$ cat src/rtl/core/assert_macros.svh
// Assertion macros shared by the parser core modules.
// Depends on nothing; the bodies are empty when SYNTH is defined.
`ifndef ASSERT_MACROS_SVH
`define ASSERT_MACROS_SVH
`ifndef SYNTH
// Same-cycle implication, checked at every rising edge out of reset
`define ASSERT_IMPLIES(lbl, clk, rst_n, ante, cons) \
  lbl: assert property (@(posedge clk) disable iff (!rst_n) (ante) |-> (cons)) \
    else $error("assertion failed");
// Next-cycle implication, checked at every rising edge out of reset
`define ASSERT_NEXT(lbl, clk, rst_n, ante, cons) \
  lbl: assert property (@(posedge clk) disable iff (!rst_n) (ante) |=> (cons)) \
    else $error("assertion failed");
`else
`define ASSERT_IMPLIES(lbl, clk, rst_n, ante, cons)
`define ASSERT_NEXT(lbl, clk, rst_n, ante, cons)
`endif
`endif

$ cat src/rtl/core/ntrp_pkg.sv
// Types and constants of the NDEF text record parser core.
// Used by the front, queue, back and top level; no dependencies.
package ntrp_pkg;

  // Defaults for top-level parameters
  localparam int COMMAND_BYTES_DEF = 16;
  localparam int MAX_RECORDS_DEF   = 4;

  // Depth of the queue between front and back
  localparam int QUEUE_DEPTH = 4;

  // Record header bits and codes
  localparam logic [7:0] HDR_FLAG_MASK      = 8'h2f;
  localparam logic [7:0] HDR_TNF_WELL_KNOWN = 8'h01;
  localparam int         HDR_MB_BIT         = 7;
  localparam int         HDR_ME_BIT         = 6;
  localparam int         HDR_SR_BIT         = 4;

  // Field codes of a Text record
  localparam logic [7:0]  TYPE_LEN_ONE     = 8'h01;
  localparam logic [7:0]  UTF8_STATUS      = 8'h02;
  localparam logic [7:0]  CHAR_UPPER_T     = 8'h54;
  localparam logic [7:0]  CHAR_LOWER_D     = 8'h64;
  localparam logic [7:0]  CHAR_LOWER_T     = 8'h74;
  localparam logic [15:0] TEXT_HEAD_BYTES  = 16'd3;
  localparam logic [2:0]  LONG_LEN_BYTES   = 3'd4;

  // Result kinds
  localparam logic KIND_CMD    = 1'b0;
  localparam logic KIND_STATUS = 1'b1;

  typedef enum logic [1:0] {
    ST_OK        = 2'd0,
    ST_BAD_MSG   = 2'd1,
    ST_NOT_FOUND = 2'd2,
    ST_INVALID   = 2'd3
  } status_t;

  typedef enum logic [3:0] {
    PH_LEN_HI,
    PH_LEN_LO,
    PH_HDR,
    PH_TLEN,
    PH_PLEN,
    PH_TYPE,
    PH_STAT,
    PH_LANG1,
    PH_LANG2,
    PH_PAYLOAD,
    PH_DONE,
    PH_BAD
  } phase_t;

  // One queue entry: the results caused by one input beat
  typedef struct packed {
    logic        has_cmd;
    logic [7:0]  cmd_byte;
    logic [11:0] cmd_index;
    logic        has_stat;
    status_t     status;
  } q_entry_t;

endpackage

$ cat src/rtl/core/ntrp_ifs.sv
// Valid/ready channel interfaces for the parser input and results.
// Depends on nothing; payload widths follow the channel fields.
interface ntrp_in_if;
  logic       valid;
  logic       ready;
  logic [7:0] data_byte;
  logic       buffer_last;
  modport source (output valid, data_byte, buffer_last, input ready);
  modport sink (input valid, data_byte, buffer_last, output ready);
endinterface

interface ntrp_out_if;
  logic        valid;
  logic        ready;
  logic        kind;
  logic [7:0]  command_byte;
  logic [11:0] command_index;
  logic [1:0]  status;
  modport source (output valid, kind, command_byte, command_index, status, input ready);
  modport sink (input valid, kind, command_byte, command_index, status, output ready);
endinterface

$ cat src/rtl/core/ntrp_front.sv
// Front of the parser: accepts tag file bytes and walks the NDEF records.
// Depends on ntrp_pkg and ntrp_in_if; pushes result entries into the queue.
module ntrp_front #(
  parameter int COMMAND_BYTES = ntrp_pkg::COMMAND_BYTES_DEF,
  parameter int MAX_RECORDS   = ntrp_pkg::MAX_RECORDS_DEF
) (
  input  logic               clk,
  input  logic               rst_n,
  ntrp_in_if.sink            in_ch,
  input  logic               q_full,
  output logic               push,
  output ntrp_pkg::q_entry_t entry
);

  localparam int          CntW          = $clog2(MAX_RECORDS + 1);
  localparam logic [15:0] CmdPayloadLen = 16'(COMMAND_BYTES + 3);

  ntrp_pkg::phase_t phase_r, phase_nxt;
  logic [7:0]       msg_hi_r, msg_hi_nxt;
  logic [15:0]      bytes_left_r, bytes_left_nxt;
  logic [CntW-1:0]  rec_cnt_r, rec_cnt_nxt;
  logic             sr_r, sr_nxt;
  logic             me_r, me_nxt;
  logic [15:0]      plen_r, plen_nxt;
  logic             plen_hi_r, plen_hi_nxt;
  logic [2:0]       plen_cnt_r, plen_cnt_nxt;
  logic [15:0]      offset_r, offset_nxt;
  logic             is_cmd_r, is_cmd_nxt;
  logic             found_r, found_nxt;

  logic             acc;
  logic [7:0]       b;
  logic [15:0]      bl_dec;
  logic [15:0]      msg_len;
  logic [16:0]      offset_inc;
  logic [15:0]      cmd_pos;
  logic             lang_cmd;
  logic             emit_cmd;
  ntrp_pkg::phase_t fin_phase;
  ntrp_pkg::status_t st;

  assign in_ch.ready = !q_full;
  assign acc         = in_ch.valid && !q_full;
  assign b           = in_ch.data_byte;
  assign bl_dec      = bytes_left_r - 16'd1;
  assign msg_len     = {msg_hi_r, b};
  assign offset_inc  = {1'b0, offset_r} + 17'd1;
  assign cmd_pos     = offset_r - ntrp_pkg::TEXT_HEAD_BYTES;
  assign lang_cmd    = is_cmd_r && (b == ntrp_pkg::CHAR_LOWER_T);

  // End of record: ME must sit exactly on the record that closes the message
  always_comb begin
    if (me_r != (bytes_left_r == 16'd0)) begin
      fin_phase = ntrp_pkg::PH_BAD;
    end else if (bytes_left_r == 16'd0) begin
      fin_phase = ntrp_pkg::PH_DONE;
    end else begin
      fin_phase = ntrp_pkg::PH_HDR;
    end
  end

  // Next state of the record walker
  always_comb begin
    phase_nxt      = phase_r;
    msg_hi_nxt     = msg_hi_r;
    bytes_left_nxt = bytes_left_r;
    rec_cnt_nxt    = rec_cnt_r;
    sr_nxt         = sr_r;
    me_nxt         = me_r;
    plen_nxt       = plen_r;
    plen_hi_nxt    = plen_hi_r;
    plen_cnt_nxt   = plen_cnt_r;
    offset_nxt     = offset_r;
    is_cmd_nxt     = is_cmd_r;
    found_nxt      = found_r;
    emit_cmd       = 1'b0;
    st             = ntrp_pkg::ST_BAD_MSG;
    if (acc) begin
      unique case (phase_r)
        ntrp_pkg::PH_LEN_HI: begin
          msg_hi_nxt = b;
          phase_nxt  = ntrp_pkg::PH_LEN_LO;
        end
        ntrp_pkg::PH_LEN_LO: begin
          bytes_left_nxt = msg_len;
          phase_nxt = (msg_len == 16'd0) ? ntrp_pkg::PH_BAD : ntrp_pkg::PH_HDR;
        end
        ntrp_pkg::PH_HDR: begin
          if (rec_cnt_r >= CntW'(MAX_RECORDS) ||
              bytes_left_r < ntrp_pkg::TEXT_HEAD_BYTES) begin
            phase_nxt = ntrp_pkg::PH_BAD;
          end else begin
            rec_cnt_nxt = rec_cnt_r + CntW'(1);
            sr_nxt      = b[ntrp_pkg::HDR_SR_BIT];
            me_nxt      = b[ntrp_pkg::HDR_ME_BIT];
            if ((b & ntrp_pkg::HDR_FLAG_MASK) != ntrp_pkg::HDR_TNF_WELL_KNOWN ||
                b[ntrp_pkg::HDR_MB_BIT] != (rec_cnt_r == '0)) begin
              phase_nxt = ntrp_pkg::PH_BAD;
            end else begin
              bytes_left_nxt = bl_dec;
              phase_nxt = (bl_dec == 16'd0) ? ntrp_pkg::PH_BAD : ntrp_pkg::PH_TLEN;
            end
          end
        end
        ntrp_pkg::PH_TLEN: begin
          if (b != ntrp_pkg::TYPE_LEN_ONE) begin
            phase_nxt = ntrp_pkg::PH_BAD;
          end else begin
            bytes_left_nxt = bl_dec;
            plen_nxt       = 16'd0;
            plen_hi_nxt    = 1'b0;
            plen_cnt_nxt   = 3'd0;
            phase_nxt = (bl_dec == 16'd0) ? ntrp_pkg::PH_BAD : ntrp_pkg::PH_PLEN;
          end
        end
        ntrp_pkg::PH_PLEN: begin
          // shift in one length byte; upper half only matters as non-zero
          plen_nxt       = {plen_r[7:0], b};
          plen_hi_nxt    = plen_hi_r | (plen_r[15:8] != 8'd0);
          plen_cnt_nxt   = plen_cnt_r + 3'd1;
          bytes_left_nxt = bl_dec;
          if (bl_dec == 16'd0) begin
            phase_nxt = ntrp_pkg::PH_BAD;
          end else if (sr_r || plen_cnt_nxt == ntrp_pkg::LONG_LEN_BYTES) begin
            phase_nxt = ntrp_pkg::PH_TYPE;
          end
        end
        ntrp_pkg::PH_TYPE: begin
          bytes_left_nxt = bl_dec;
          if (b != ntrp_pkg::CHAR_UPPER_T || plen_hi_r || plen_r > bl_dec ||
              plen_r < ntrp_pkg::TEXT_HEAD_BYTES) begin
            phase_nxt = ntrp_pkg::PH_BAD;
          end else begin
            bytes_left_nxt = bl_dec - plen_r;
            phase_nxt      = ntrp_pkg::PH_STAT;
          end
        end
        ntrp_pkg::PH_STAT: begin
          phase_nxt = (b != ntrp_pkg::UTF8_STATUS) ? ntrp_pkg::PH_BAD : ntrp_pkg::PH_LANG1;
        end
        ntrp_pkg::PH_LANG1: begin
          is_cmd_nxt = (b == ntrp_pkg::CHAR_LOWER_D);
          phase_nxt  = ntrp_pkg::PH_LANG2;
        end
        ntrp_pkg::PH_LANG2: begin
          is_cmd_nxt = lang_cmd;
          offset_nxt = ntrp_pkg::TEXT_HEAD_BYTES;
          if (lang_cmd && (found_r || plen_hi_r || plen_r != CmdPayloadLen)) begin
            phase_nxt = ntrp_pkg::PH_BAD;
          end else begin
            if (lang_cmd) begin
              found_nxt = 1'b1;
            end
            phase_nxt = (plen_r == ntrp_pkg::TEXT_HEAD_BYTES) ? fin_phase
                                                              : ntrp_pkg::PH_PAYLOAD;
          end
        end
        ntrp_pkg::PH_PAYLOAD: begin
          emit_cmd   = is_cmd_r;
          offset_nxt = offset_inc[15:0];
          if (offset_inc >= {1'b0, plen_r}) begin
            phase_nxt = fin_phase;
          end
        end
        default: begin
          // verdict known: drop bytes until the buffer ends
        end
      endcase

      // Close the buffer: report the verdict and start over
      if (in_ch.buffer_last) begin
        if (phase_nxt == ntrp_pkg::PH_DONE) begin
          st = found_nxt ? ntrp_pkg::ST_OK : ntrp_pkg::ST_NOT_FOUND;
        end else if (phase_nxt == ntrp_pkg::PH_LEN_LO) begin
          st = ntrp_pkg::ST_INVALID;
        end else begin
          st = ntrp_pkg::ST_BAD_MSG;
        end
        phase_nxt      = ntrp_pkg::PH_LEN_HI;
        msg_hi_nxt     = 8'd0;
        bytes_left_nxt = 16'd0;
        rec_cnt_nxt    = '0;
        sr_nxt         = 1'b0;
        me_nxt         = 1'b0;
        plen_nxt       = 16'd0;
        plen_hi_nxt    = 1'b0;
        plen_cnt_nxt   = 3'd0;
        offset_nxt     = 16'd0;
        is_cmd_nxt     = 1'b0;
        found_nxt      = 1'b0;
      end
    end
  end

  // Hand the results of this beat to the queue
  assign push            = acc && (emit_cmd || in_ch.buffer_last);
  assign entry.has_cmd   = emit_cmd;
  assign entry.cmd_byte  = b;
  assign entry.cmd_index = cmd_pos[11:0];
  assign entry.has_stat  = in_ch.buffer_last;
  assign entry.status    = st;

  always_ff @(posedge clk) begin
    if (!rst_n) begin
      phase_r      <= ntrp_pkg::PH_LEN_HI;
      msg_hi_r     <= 8'd0;
      bytes_left_r <= 16'd0;
      rec_cnt_r    <= '0;
      sr_r         <= 1'b0;
      me_r         <= 1'b0;
      plen_r       <= 16'd0;
      plen_hi_r    <= 1'b0;
      plen_cnt_r   <= 3'd0;
      offset_r     <= 16'd0;
      is_cmd_r     <= 1'b0;
      found_r      <= 1'b0;
    end else begin
      phase_r      <= phase_nxt;
      msg_hi_r     <= msg_hi_nxt;
      bytes_left_r <= bytes_left_nxt;
      rec_cnt_r    <= rec_cnt_nxt;
      sr_r         <= sr_nxt;
      me_r         <= me_nxt;
      plen_r       <= plen_nxt;
      plen_hi_r    <= plen_hi_nxt;
      plen_cnt_r   <= plen_cnt_nxt;
      offset_r     <= offset_nxt;
      is_cmd_r     <= is_cmd_nxt;
      found_r      <= found_nxt;
    end
  end

endmodule

$ cat src/rtl/core/ntrp_queue.sv
// Short queue of result entries between the parser front and back.
// Depends on ntrp_pkg and assert_macros.svh.
`include "assert_macros.svh"
module ntrp_queue (
  input  logic               clk,
  input  logic               rst_n,
  input  logic               push,
  input  ntrp_pkg::q_entry_t wr_entry,
  input  logic               pop,
  output ntrp_pkg::q_entry_t head,
  output logic               empty,
  output logic               full
);

  localparam int Depth = ntrp_pkg::QUEUE_DEPTH;
  localparam int PtrW  = $clog2(Depth);
  localparam int CntW  = $clog2(Depth + 1);

  ntrp_pkg::q_entry_t slot_r [Depth];
  logic [PtrW-1:0]    wr_ptr_r, wr_ptr_nxt;
  logic [PtrW-1:0]    rd_ptr_r, rd_ptr_nxt;
  logic [CntW-1:0]    count_r, count_nxt;

  assign empty = (count_r == '0);
  assign full  = (count_r == CntW'(Depth));
  assign head  = slot_r[rd_ptr_r];

  // Advance pointers with wrap and track the fill level
  always_comb begin
    wr_ptr_nxt = wr_ptr_r;
    rd_ptr_nxt = rd_ptr_r;
    count_nxt  = count_r;
    if (push) begin
      wr_ptr_nxt = (wr_ptr_r == PtrW'(Depth - 1)) ? '0 : wr_ptr_r + PtrW'(1);
    end
    if (pop) begin
      rd_ptr_nxt = (rd_ptr_r == PtrW'(Depth - 1)) ? '0 : rd_ptr_r + PtrW'(1);
    end
    if (push && !pop) begin
      count_nxt = count_r + CntW'(1);
    end else if (pop && !push) begin
      count_nxt = count_r - CntW'(1);
    end
  end

  always_ff @(posedge clk) begin
    if (!rst_n) begin
      wr_ptr_r <= '0;
      rd_ptr_r <= '0;
      count_r  <= '0;
    end else begin
      wr_ptr_r <= wr_ptr_nxt;
      rd_ptr_r <= rd_ptr_nxt;
      count_r  <= count_nxt;
    end
  end

  // Hold entry storage; written on push only
  always_ff @(posedge clk) begin
    if (push) begin
      slot_r[wr_ptr_r] <= wr_entry;
    end
  end

  `ASSERT_IMPLIES(a_no_overflow, clk, rst_n, push, !full)
  `ASSERT_IMPLIES(a_no_underflow, clk, rst_n, pop, !empty)
  `ASSERT_NEXT(a_count_holds, clk, rst_n, !push && !pop, $stable(count_r))

endmodule

$ cat src/rtl/core/ntrp_back.sv
// Back of the parser: drains queue entries into the result channel.
// Depends on ntrp_pkg, ntrp_out_if and assert_macros.svh.
`include "assert_macros.svh"
module ntrp_back (
  input  logic               clk,
  input  logic               rst_n,
  input  ntrp_pkg::q_entry_t head,
  input  logic               q_empty,
  output logic               pop,
  ntrp_out_if.source         out_ch
);

  ntrp_pkg::q_entry_t cur_r, cur_nxt;
  logic               cur_valid_r, cur_valid_nxt;
  logic               take;
  logic               entry_done;

  assign take       = cur_valid_r && out_ch.ready;
  // An entry with both a command byte and a status takes two beats
  assign entry_done = !(cur_r.has_cmd && cur_r.has_stat);
  assign pop        = (!cur_valid_r || (take && entry_done)) && !q_empty;

  // Advance the output register
  always_comb begin
    cur_nxt       = cur_r;
    cur_valid_nxt = cur_valid_r;
    if (take && !entry_done) begin
      cur_nxt.has_cmd = 1'b0;
    end else if (!cur_valid_r || take) begin
      cur_nxt       = head;
      cur_valid_nxt = !q_empty;
    end
  end

  always_ff @(posedge clk) begin
    if (!rst_n) begin
      cur_valid_r <= 1'b0;
    end else begin
      cur_valid_r <= cur_valid_nxt;
    end
  end

  always_ff @(posedge clk) begin
    cur_r <= cur_nxt;
  end

  // Drive the result beat; unused fields read as zero
  assign out_ch.valid         = cur_valid_r;
  assign out_ch.kind          = cur_r.has_cmd ? ntrp_pkg::KIND_CMD : ntrp_pkg::KIND_STATUS;
  assign out_ch.command_byte  = cur_r.has_cmd ? cur_r.cmd_byte : 8'd0;
  assign out_ch.command_index = cur_r.has_cmd ? cur_r.cmd_index : 12'd0;
  assign out_ch.status        = cur_r.has_cmd ? ntrp_pkg::ST_OK : cur_r.status;

  `ASSERT_NEXT(a_split_pair, clk, rst_n, take && !entry_done, cur_valid_r && !cur_r.has_cmd && cur_r.has_stat)
  `ASSERT_IMPLIES(a_status_zero_fields, clk, rst_n, cur_valid_r && !cur_r.has_cmd, out_ch.command_byte == 8'd0 && out_ch.command_index == 12'd0)
  `ASSERT_IMPLIES(a_no_pop_while_held, clk, rst_n, cur_valid_r && !out_ch.ready, !pop)

endmodule

$ cat src/rtl/core/ndef_text_record_parser_core.sv
// NDEF Text record parser core.
// in_ch takes the tag file one byte per beat, buffer_last set on the final
// byte of the buffer. The first two bytes give the big-endian message length;
// up to MAX_RECORDS Text records follow. The payload bytes of the "dt" record
// leave on out_ch as command beats (kind 0, command_byte, command_index), and
// the beat with buffer_last closes the buffer with one status beat (kind 1):
// 0 ok, 1 bad message, 2 command not found, 3 invalid buffer.
// Throughput: one input byte per cycle while the queue is not full; a byte
// that yields both a command beat and the status beat sends them one after
// the other. A result passes through the result queue and then the output
// register before it appears on out_ch.
// When out_ch stalls, results gather in the four-entry queue and the output
// register; in_ch.ready drops only once the queue is full.
// Synchronous active-low reset clears the parser to expect the first length
// byte and empties the queue and output register; no clearing pass is needed.
// Files: ntrp_pkg, ntrp_ifs, ntrp_front, ntrp_queue, ntrp_back.
module ndef_text_record_parser_core #(
  parameter int COMMAND_BYTES = ntrp_pkg::COMMAND_BYTES_DEF,
  parameter int MAX_RECORDS   = ntrp_pkg::MAX_RECORDS_DEF
) (
  input  logic       clk,
  input  logic       rst_n,
  ntrp_in_if.sink    in_ch,
  ntrp_out_if.source out_ch
);

  ntrp_pkg::q_entry_t wr_entry;
  ntrp_pkg::q_entry_t head;
  logic               push;
  logic               pop;
  logic               q_empty;
  logic               q_full;

  // Parse and classify incoming bytes
  ntrp_front #(
    .COMMAND_BYTES (COMMAND_BYTES),
    .MAX_RECORDS   (MAX_RECORDS)
  ) u_front (
    .clk    (clk),
    .rst_n  (rst_n),
    .in_ch  (in_ch),
    .q_full (q_full),
    .push   (push),
    .entry  (wr_entry)
  );

  // Decouple front from back
  ntrp_queue u_queue (
    .clk      (clk),
    .rst_n    (rst_n),
    .push     (push),
    .wr_entry (wr_entry),
    .pop      (pop),
    .head     (head),
    .empty    (q_empty),
    .full     (q_full)
  );

  // Emit result beats
  ntrp_back u_back (
    .clk     (clk),
    .rst_n   (rst_n),
    .head    (head),
    .q_empty (q_empty),
    .pop     (pop),
    .out_ch  (out_ch)
  );

endmodule
$ cat src/flat_wrapper.sv
// flat-port wrapper written by rule: the top's interface ports become plain ports
module ndef_text_record_parser_core_flat 
#(
  parameter int COMMAND_BYTES = ntrp_pkg::COMMAND_BYTES_DEF,
  parameter int MAX_RECORDS   = ntrp_pkg::MAX_RECORDS_DEF
)
  (clk, rst_n, in_ch_valid, in_ch_data_byte, in_ch_buffer_last, in_ch_ready, out_ch_valid, out_ch_kind, out_ch_command_byte, out_ch_command_index, out_ch_status, out_ch_ready);
  ntrp_in_if in_ch_i ();
  ntrp_out_if out_ch_i ();
  input  logic clk;
  input  logic rst_n;
  input wire logic [$bits(in_ch_i.valid)-1:0] in_ch_valid;
  input wire logic [$bits(in_ch_i.data_byte)-1:0] in_ch_data_byte;
  input wire logic [$bits(in_ch_i.buffer_last)-1:0] in_ch_buffer_last;
  output wire logic [$bits(in_ch_i.ready)-1:0] in_ch_ready;
  output wire logic [$bits(out_ch_i.valid)-1:0] out_ch_valid;
  output wire logic [$bits(out_ch_i.kind)-1:0] out_ch_kind;
  output wire logic [$bits(out_ch_i.command_byte)-1:0] out_ch_command_byte;
  output wire logic [$bits(out_ch_i.command_index)-1:0] out_ch_command_index;
  output wire logic [$bits(out_ch_i.status)-1:0] out_ch_status;
  input wire logic [$bits(out_ch_i.ready)-1:0] out_ch_ready;
  assign in_ch_i.valid = in_ch_valid;
  assign in_ch_i.data_byte = in_ch_data_byte;
  assign in_ch_i.buffer_last = in_ch_buffer_last;
  assign in_ch_ready = in_ch_i.ready;
  assign out_ch_valid = out_ch_i.valid;
  assign out_ch_kind = out_ch_i.kind;
  assign out_ch_command_byte = out_ch_i.command_byte;
  assign out_ch_command_index = out_ch_i.command_index;
  assign out_ch_status = out_ch_i.status;
  assign out_ch_i.ready = out_ch_ready;
  ndef_text_record_parser_core #(.COMMAND_BYTES(COMMAND_BYTES), .MAX_RECORDS(MAX_RECORDS)) u_core (.clk(clk), .rst_n(rst_n), .in_ch(in_ch_i), .out_ch(out_ch_i));
endmodule
$ cat config.mk
export PLATFORM = sky130hd
export DESIGN_NAME = ndef_text_record_parser_core_flat
export DESIGN_NICKNAME = d
export VERILOG_FILES = /design/src/rtl/core/ntrp_pkg.sv /design/src/rtl/core/ntrp_ifs.sv /design/src/rtl/core/ntrp_front.sv /design/src/rtl/core/ntrp_queue.sv /design/src/rtl/core/ntrp_back.sv /design/src/rtl/core/ndef_text_record_parser_core.sv /design/src/flat_wrapper.sv
export VERILOG_INCLUDE_DIRS = /design/src /design/src/rtl/core
export SDC_FILE = /design/constraint.sdc
export NUM_CORES = 1
export LEC_CHECK = 0
export BUFFER_PORTS_ARGS = -buffer_cell sky130_fd_sc_hd__buf_2
export CORE_ASPECT_RATIO = 2
export CORE_MARGIN = 2
export CORE_UTILIZATION = 55
export DETAILED_ROUTE_END_ITERATION = 12
export PLACE_DENSITY_LB_ADDON = 0.05
export REMOVE_ABC_BUFFERS = 1
export SYNTH_ARGS = -nofsm -noshare
export SYNTH_HDL_FRONTEND = slang
export SYNTH_SLANG_ARGS = --single-unit
$ cat constraint.sdc
create_clock -name clk -period 4.05 [get_ports clk]
set_input_delay 0.6075 -clock clk [delete_from_list [all_inputs] [get_ports clk]]
set_output_delay 0.6075 -clock clk [all_outputs]
set_load 0.1 [all_outputs]
Yosys cells after proc, flatten, opt, wreduce, memory -nomap -nowiden
Memories as Yosys holds them, arrays and structs flattened. A register that Yosys moved wholly into a read port is not among the register bits.
Cells that the tools add are included.
Word-level totals
  memories: 1
  output and inout port bits: 25
  bits in registers: 103
  word-level logic and storage cells: 189
  memory bits (writable): 96
Memory list
  u_core.u_queue.slot_r: depth 4, width 24, read ports 1, clocked after Yosys merged registers in 1, wr ports 1, RTL line ntrp_queue.sv:19  | ntrp_pkg::q_entry_t slot_r [Depth];
Operators by class
  reductions and logical operators: 49
  eq/ne operators: 29
  add/subtract/negate cells: 10
  bitwise gates (word level): 2
  muxes and demuxes: 72
  magnitude comparators: 5
Operators by type and width (count)
  16-bit 2-to-1 mux: 8
  16-bit case mux with 5 select lines: 1
  4-bit 2-to-1 mux: 17
  16-bit case mux with 2 select lines: 2
  16-bit logical NOT: 3
  4-bit case mux with 10 select lines: 1
  16-bit by 2-bit less-than comparator with 1-bit output, second input constant: 2
  8-bit 2-to-1 mux: 3
  3-bit 2-to-1 mux: 7
  2-bit 2-to-1 mux: 10
  1-bit 2-to-1 mux: 19
  16-bit by 1-bit adder with 17-bit output, second input constant: 1
  17-bit by 16-bit >= comparator with 1-bit output: 1
  16-bit by 2-bit equality test with 1-bit output, second input constant: 1
  4-bit by 3-bit equality test with 1-bit output, second input constant: 4
  8-bit by 7-bit equality test with 1-bit output, second input constant: 2
  16-bit > comparator: 1
  16-bit by 5-bit inequality test with 1-bit output, second input constant: 1
  16-bit by 1-bit subtractor with 16-bit output, second input constant: 1
  16-bit subtractor: 1
  4-bit equality test, second input constant: 3
  12-bit 2-to-1 mux: 1
  12-bit by 2-bit subtractor with 12-bit output, second input constant: 1
  1-bit logical AND: 11
  other kinds (30): 65

Longest topological paths before layout
  depth in word-level cells: 12
  depth in mapped cells: 19
  depth with buffers taken out: 17

Cells and area by module
From an unflattened synthesis, not the netlist that was laid out.
Second synthesis, totals
  cell total of the unflattened synthesis: 977
  area total of the unflattened synthesis: 10570.1 sq um
Modules (own cells, without submodules)
  ntrp_front: cells each 748, times used 1, area each 5664.2 sq um
  ntrp_queue: cells each 170, times used 1, area each 3961.3 sq um
  ntrp_back: cells each 59, times used 1, area each 944.7 sq um

Least setup slack after synthesis
No wires, ideal clock.
  path type: register -> register
  start: reg u_core.u_front.offset_r[2]
  end: mem u_core.u_queue.slot_r[0][1] in the netlist's numbering (data pin)
  required time: 3.824 ns
  arrival time: 3.962 ns
  slack: -0.138 ns
  setup time: 0.226 ns
  buffers on the path: 2
  stages on the path, launching flop included: 20
  period minus slack after synthesis: 4.188 ns
  path through: dfxtp_1 > clkbuf_2 > and3_1 > and3_1 > and3_1 > and3_1 > and3_1 > clkbuf_1 > nand3_1 > xnor2_1 > ha_1 > and4_1 > a41o_1 > a41o_1 > or3_1 > o21ai_0 > nor2b_1 > o31a_1 > nand2b_1 > o32ai_1
RTL lines
  from (decl): RTL line ntrp_front.sv:27  | logic [15:0] offset_r, offset_nxt;
  from (signal assigned): RTL line ntrp_front.sv:227  | offset_r <= offset_nxt;
  to (decl): RTL line ntrp_queue.sv:19

==> out/metrics.csv <==
stage,metric,value,unit
grt,number of global-route vias before repair,8405,
routing,Vias,8174,
grt,largest net degree at the start of global routing,37,
routing,"antenna viol nets, final",0,
routing,Starting DRT DRC Count,509,
routing,WL met1,9680,um
grt,first-pass GRT wire length,43900,um
critical_path,data arrival time of the critical path,4.34,ns
clocking,root buffer cell,clkbuf_16,
grt,GRT overflow,0,
floorplanning,die height,200,um
sta,Achievable Freq,247,MHz
routing,met3 wire length,916,um
layout,Antenna Cells,0,
critical_path,Slowest Stage Delay on Critical Path,0.36,ns
floorplanning,Die ar.,20400,um2
routing,vias per cell,5.94,
sta,RSZ-0062 raised after global routing,yes,
grt,initial antenna violation count,0,
critical_path,worst-path cell chain,"and3_4, and3_4, and3_4, and3_4, and3_4, buf_6, xor2_1, ha_1, and4_1, a41o_1, a41o_1, or3_4, o21ai_4, buf_6, nor2b_2, o31a_1, nand2b_4, o32ai_4",
clocking,Worst-Skew Late Latency,0.49,ns
critical_path,Worst Reg-to-Reg Cells,18,
power,total power,6.93,mW
layout,multi-input logic area,5320,um2
place,placed insts,1319,
sta,final worst slack,0.00158,ns
layout,"most common cell after layout, fill and taps aside",buf_4,
power,clock power share,25.5,%
place,post-place setup slack,-0.271,ns
synthesis,synth unique cells,75,
sta,final setup fails,0,
clocking,clock sinks,201,
sta,fin. max-slew vios,0,
clocking,Num CTS Buffers,19,
critical_path,"most used cell, CP",and3_4,
power,Sw Ratio,39.8,%
run,Max-cap violations,0,
synthesis,ys async rst share,0,%
synthesis,"Seq/Total Area, Yosys",49.3,%
place,dpl hpwl,20600,um
layout,fraction of layout cells with a size suffix above 1,25.6,%
layout,Layout Nets,1172,
sta,min Tclk post-route,4.05,ns
synthesis,synth warn,0,
floorplanning,Initial Utilization,56.1,%
critical_path,crit-path max FO,4,
place,DP Area,11600,um2
critical_path,Worst setup SP type,flop,
power,leak pwr,4.62,nW
layout,Layout fillers,1555,
clocking,H-tree depth,1,
routing,DRC,0,
routing,DR WL/cell,20.3,um
synthesis,Syn Std Cell Area,10600,um2
status,outcome,"complete, no violations",
min_path,hold crit path type,reg2reg,
critical_path,Crit path depth,18,
synthesis,ys flop type,edfxtp_1,
power,PwrDens,541,nW/um2
clocking,CTS max path bufs,3,
sta,Final Hold Viols,0,
sta,Post-Route Setup TNS,0,ns
synthesis,Mapped Cells,979,
power,peak supply drop,0.439,mV
layout,Storage cell area,5230,um2
power,Reg power frac,35.6,%
floorplanning,core area,18800,um2
sta,Slew HR,34.6,%
synthesis,Mean Syn Cell Area,10.8,um2
power,P_sw,2.76,mW
sta,Worst Skew,0.0164,ns
routing,routed wl met2,15000,um
layout,synthesis-to-finish area growth,21.0,%
min_path,Worst Hold Path Cells,2,
synthesis,number of flops mapped to enable cells by yosys,119,
place,port bufs,37,
floorplanning,Top Ports,38,
critical_path,"Slowest-stage cell, CP",dfxtp_4,
sta,worst slew pin tran,0.979,ns
critical_path,CP Class,reg2reg,
floorplanning,number of core rows,71,
clocking,Worst-path clk slew,0.07,ns
layout,Final Non-Filler Cells,1377,
power,internal power,4.17,mW
sta,fin crit share,100,%
layout,most frequent cells in the layout,"buf_4 (122), edfxtp_1 (119), dfxtp_1 (76), nand2_1 (70), nor2_1 (58)",
routing,Pre-Repair DR Iteration Count,7,
routing,top routing layer in use,met4,
grt,GRT Total Usage,28.4,%
critical_path,worst path required time,4.34,ns
clocking,TritonCTS clock tree,yes,
synthesis,register bit total from synthesis,201,
routing,Detailed Route WL,28000,um
critical_path,Worst setup EP type,flop,
layout,Final Instance Area,12800,um2
critical_path,worst path bufs/invs,2,
floorplanning,Die W,102,um
power,Gate power share,38.8,%
place,RePlAce Congestion,0.970,
critical_path,"delay-heaviest family, CP",simple AND/OR/NAND/NOR gates,
==> cell type report <==
cell class | count | share of cell area (%)
Timing Repair Buffer | 163 | 9.07
Multi-Input combinational cell | 686 | 41.6
Sequential cell | 201 | 40.9
Clock inverter | 10 | 0.812
Inverter | 39 | 1.14
Tap cell | 255 | 2.49
Clock buffer | 23 | 4.00
==> final timing paths <==
| kind | startpoint | to | slack, ns |
|---|---|---|---|
| worst max register to register | u_core.u_front.offset_r[1] | u_core.u_queue.slot_r[0][1] | 0.002 |
| worst min-delay path | u_core.u_front.plen_r[8] | u_core.u_front.plen_r[8] | 0.47 |
| worst min register to register | u_core.u_front.plen_r[8] | u_core.u_front.plen_r[8] | 0.47 |
| worst max-delay path | u_core.u_front.offset_r[1] | u_core.u_queue.slot_r[0][1] | 0.002 |
==> logic make-up after synthesis <==
family,count (synthesis),synth area share [%]
DFF,201,49.3
xor gates and xnor gates,49,4.13
and+or+nand+nor,357,18.5
AOI/OAI and AO/OA,201,13.0
muxes,30,5.69
buffers and inverters,92,3.39
adders and majority gates,49,5.94
==> synthesized netlist by cell type, types with 18 or more instances <==
| library cell | number | share of area, % |
|---|---|---|
| a22oi_1 | 18 | 1.3 |
| inv_1 | 39 | 1.4 |
| nor2b_1 | 40 | 2.4 |
| nor2_1 | 59 | 2.1 |
| ha_1 | 47 | 5.6 |
| a21oi_1 | 33 | 1.6 |
| xor2_1 | 26 | 2.2 |
| nand3_1 | 33 | 1.6 |
| dfxtp_1 | 82 | 16 |
| and2_1 | 42 | 2.5 |
| clkbuf_1 | 40 | 1.4 |
| nand2_1 | 73 | 2.6 |
| a21boi_0 | 25 | 1.8 |
| o21ai_0 | 51 | 2.4 |
| mux4_2 | 24 | 5.1 |
| edfxtp_1 | 119 | 34 |
| xnor2_1 | 22 | 1.8 |
| nor3_1 | 21 | 0.99 |
==> worst register-to-register path: stages, from the launching register on <==
cell and delay (ns):
dfxtp_4 0.36, and3_4 0.19, and3_4 0.18, and3_4 0.19, and3_4 0.19, and3_4 0.22, buf_6 0.11, xor2_1 0.16
ha_1 0.26, and4_1 0.20, a41o_1 0.25, a41o_1 0.21, or3_4 0.34, o21ai_4 0.19, buf_6 0.13, nor2b_2 0.04
o31a_1 0.33, nand2b_4 0.16, o32ai_4 0.15
==> power by group through the flow <==
stage | Clock (mW) | Sequential (mW) | Combinational, mW
2_1_floorplan | 0 | 2.53 | 1.83
3_3_place_gp | 0 | 2.52 | 2.56
3_5_place_dp | 0 | 2.52 | 2.57
4_1_cts | 1.80 | 2.48 | 2.63
5_1_grt | 1.86 | 2.50 | 2.87
6_report | 1.77 | 2.47 | 2.69
==> metal layers <==
metal	global-route usage, %	vias up
met4	21.7	0
met2	52.7	244
met3	3.06	116
li1	-	3877
met5	0	-
met1	27.9	3937
==> metrics by stage <==
| stage | util [%] | hold WS [ns] |
|---|---|---|
| 4_1_cts | 66.3 | 0.474 |
| 3_3_place_gp | 61.8 | 0.457 |
| 5_1_grt | 67.9 | 0.510 |
| 6_report | 67.9 | 0.472 |
| 2_1_floorplan | - | 0.448 |
| 3_5_place_dp | 61.8 | 0.465 |
==> flip-flops by register name (all words and copies together) (netlist names), 4 cells and up, named ones only <==
register / flops
u_core.u_queue.slot_r: 96
u_core.u_back.cur_r: 24
u_core.u_front.bytes_left_r: 16
u_core.u_front.offset_r: 16
u_core.u_front.plen_r: 16
u_core.u_front.msg_hi_r: 8
u_core.u_front.phase_r: 4
==> timing repair <==
item | CTS | global route
resized for setup | 21 | 56
pin swaps | 14 | 28
setup endpoints to repair | 17 | 25
buffers inserted | 19 | 11
hold buffers | 0 | 0
(Power assumes the default switching activity.)
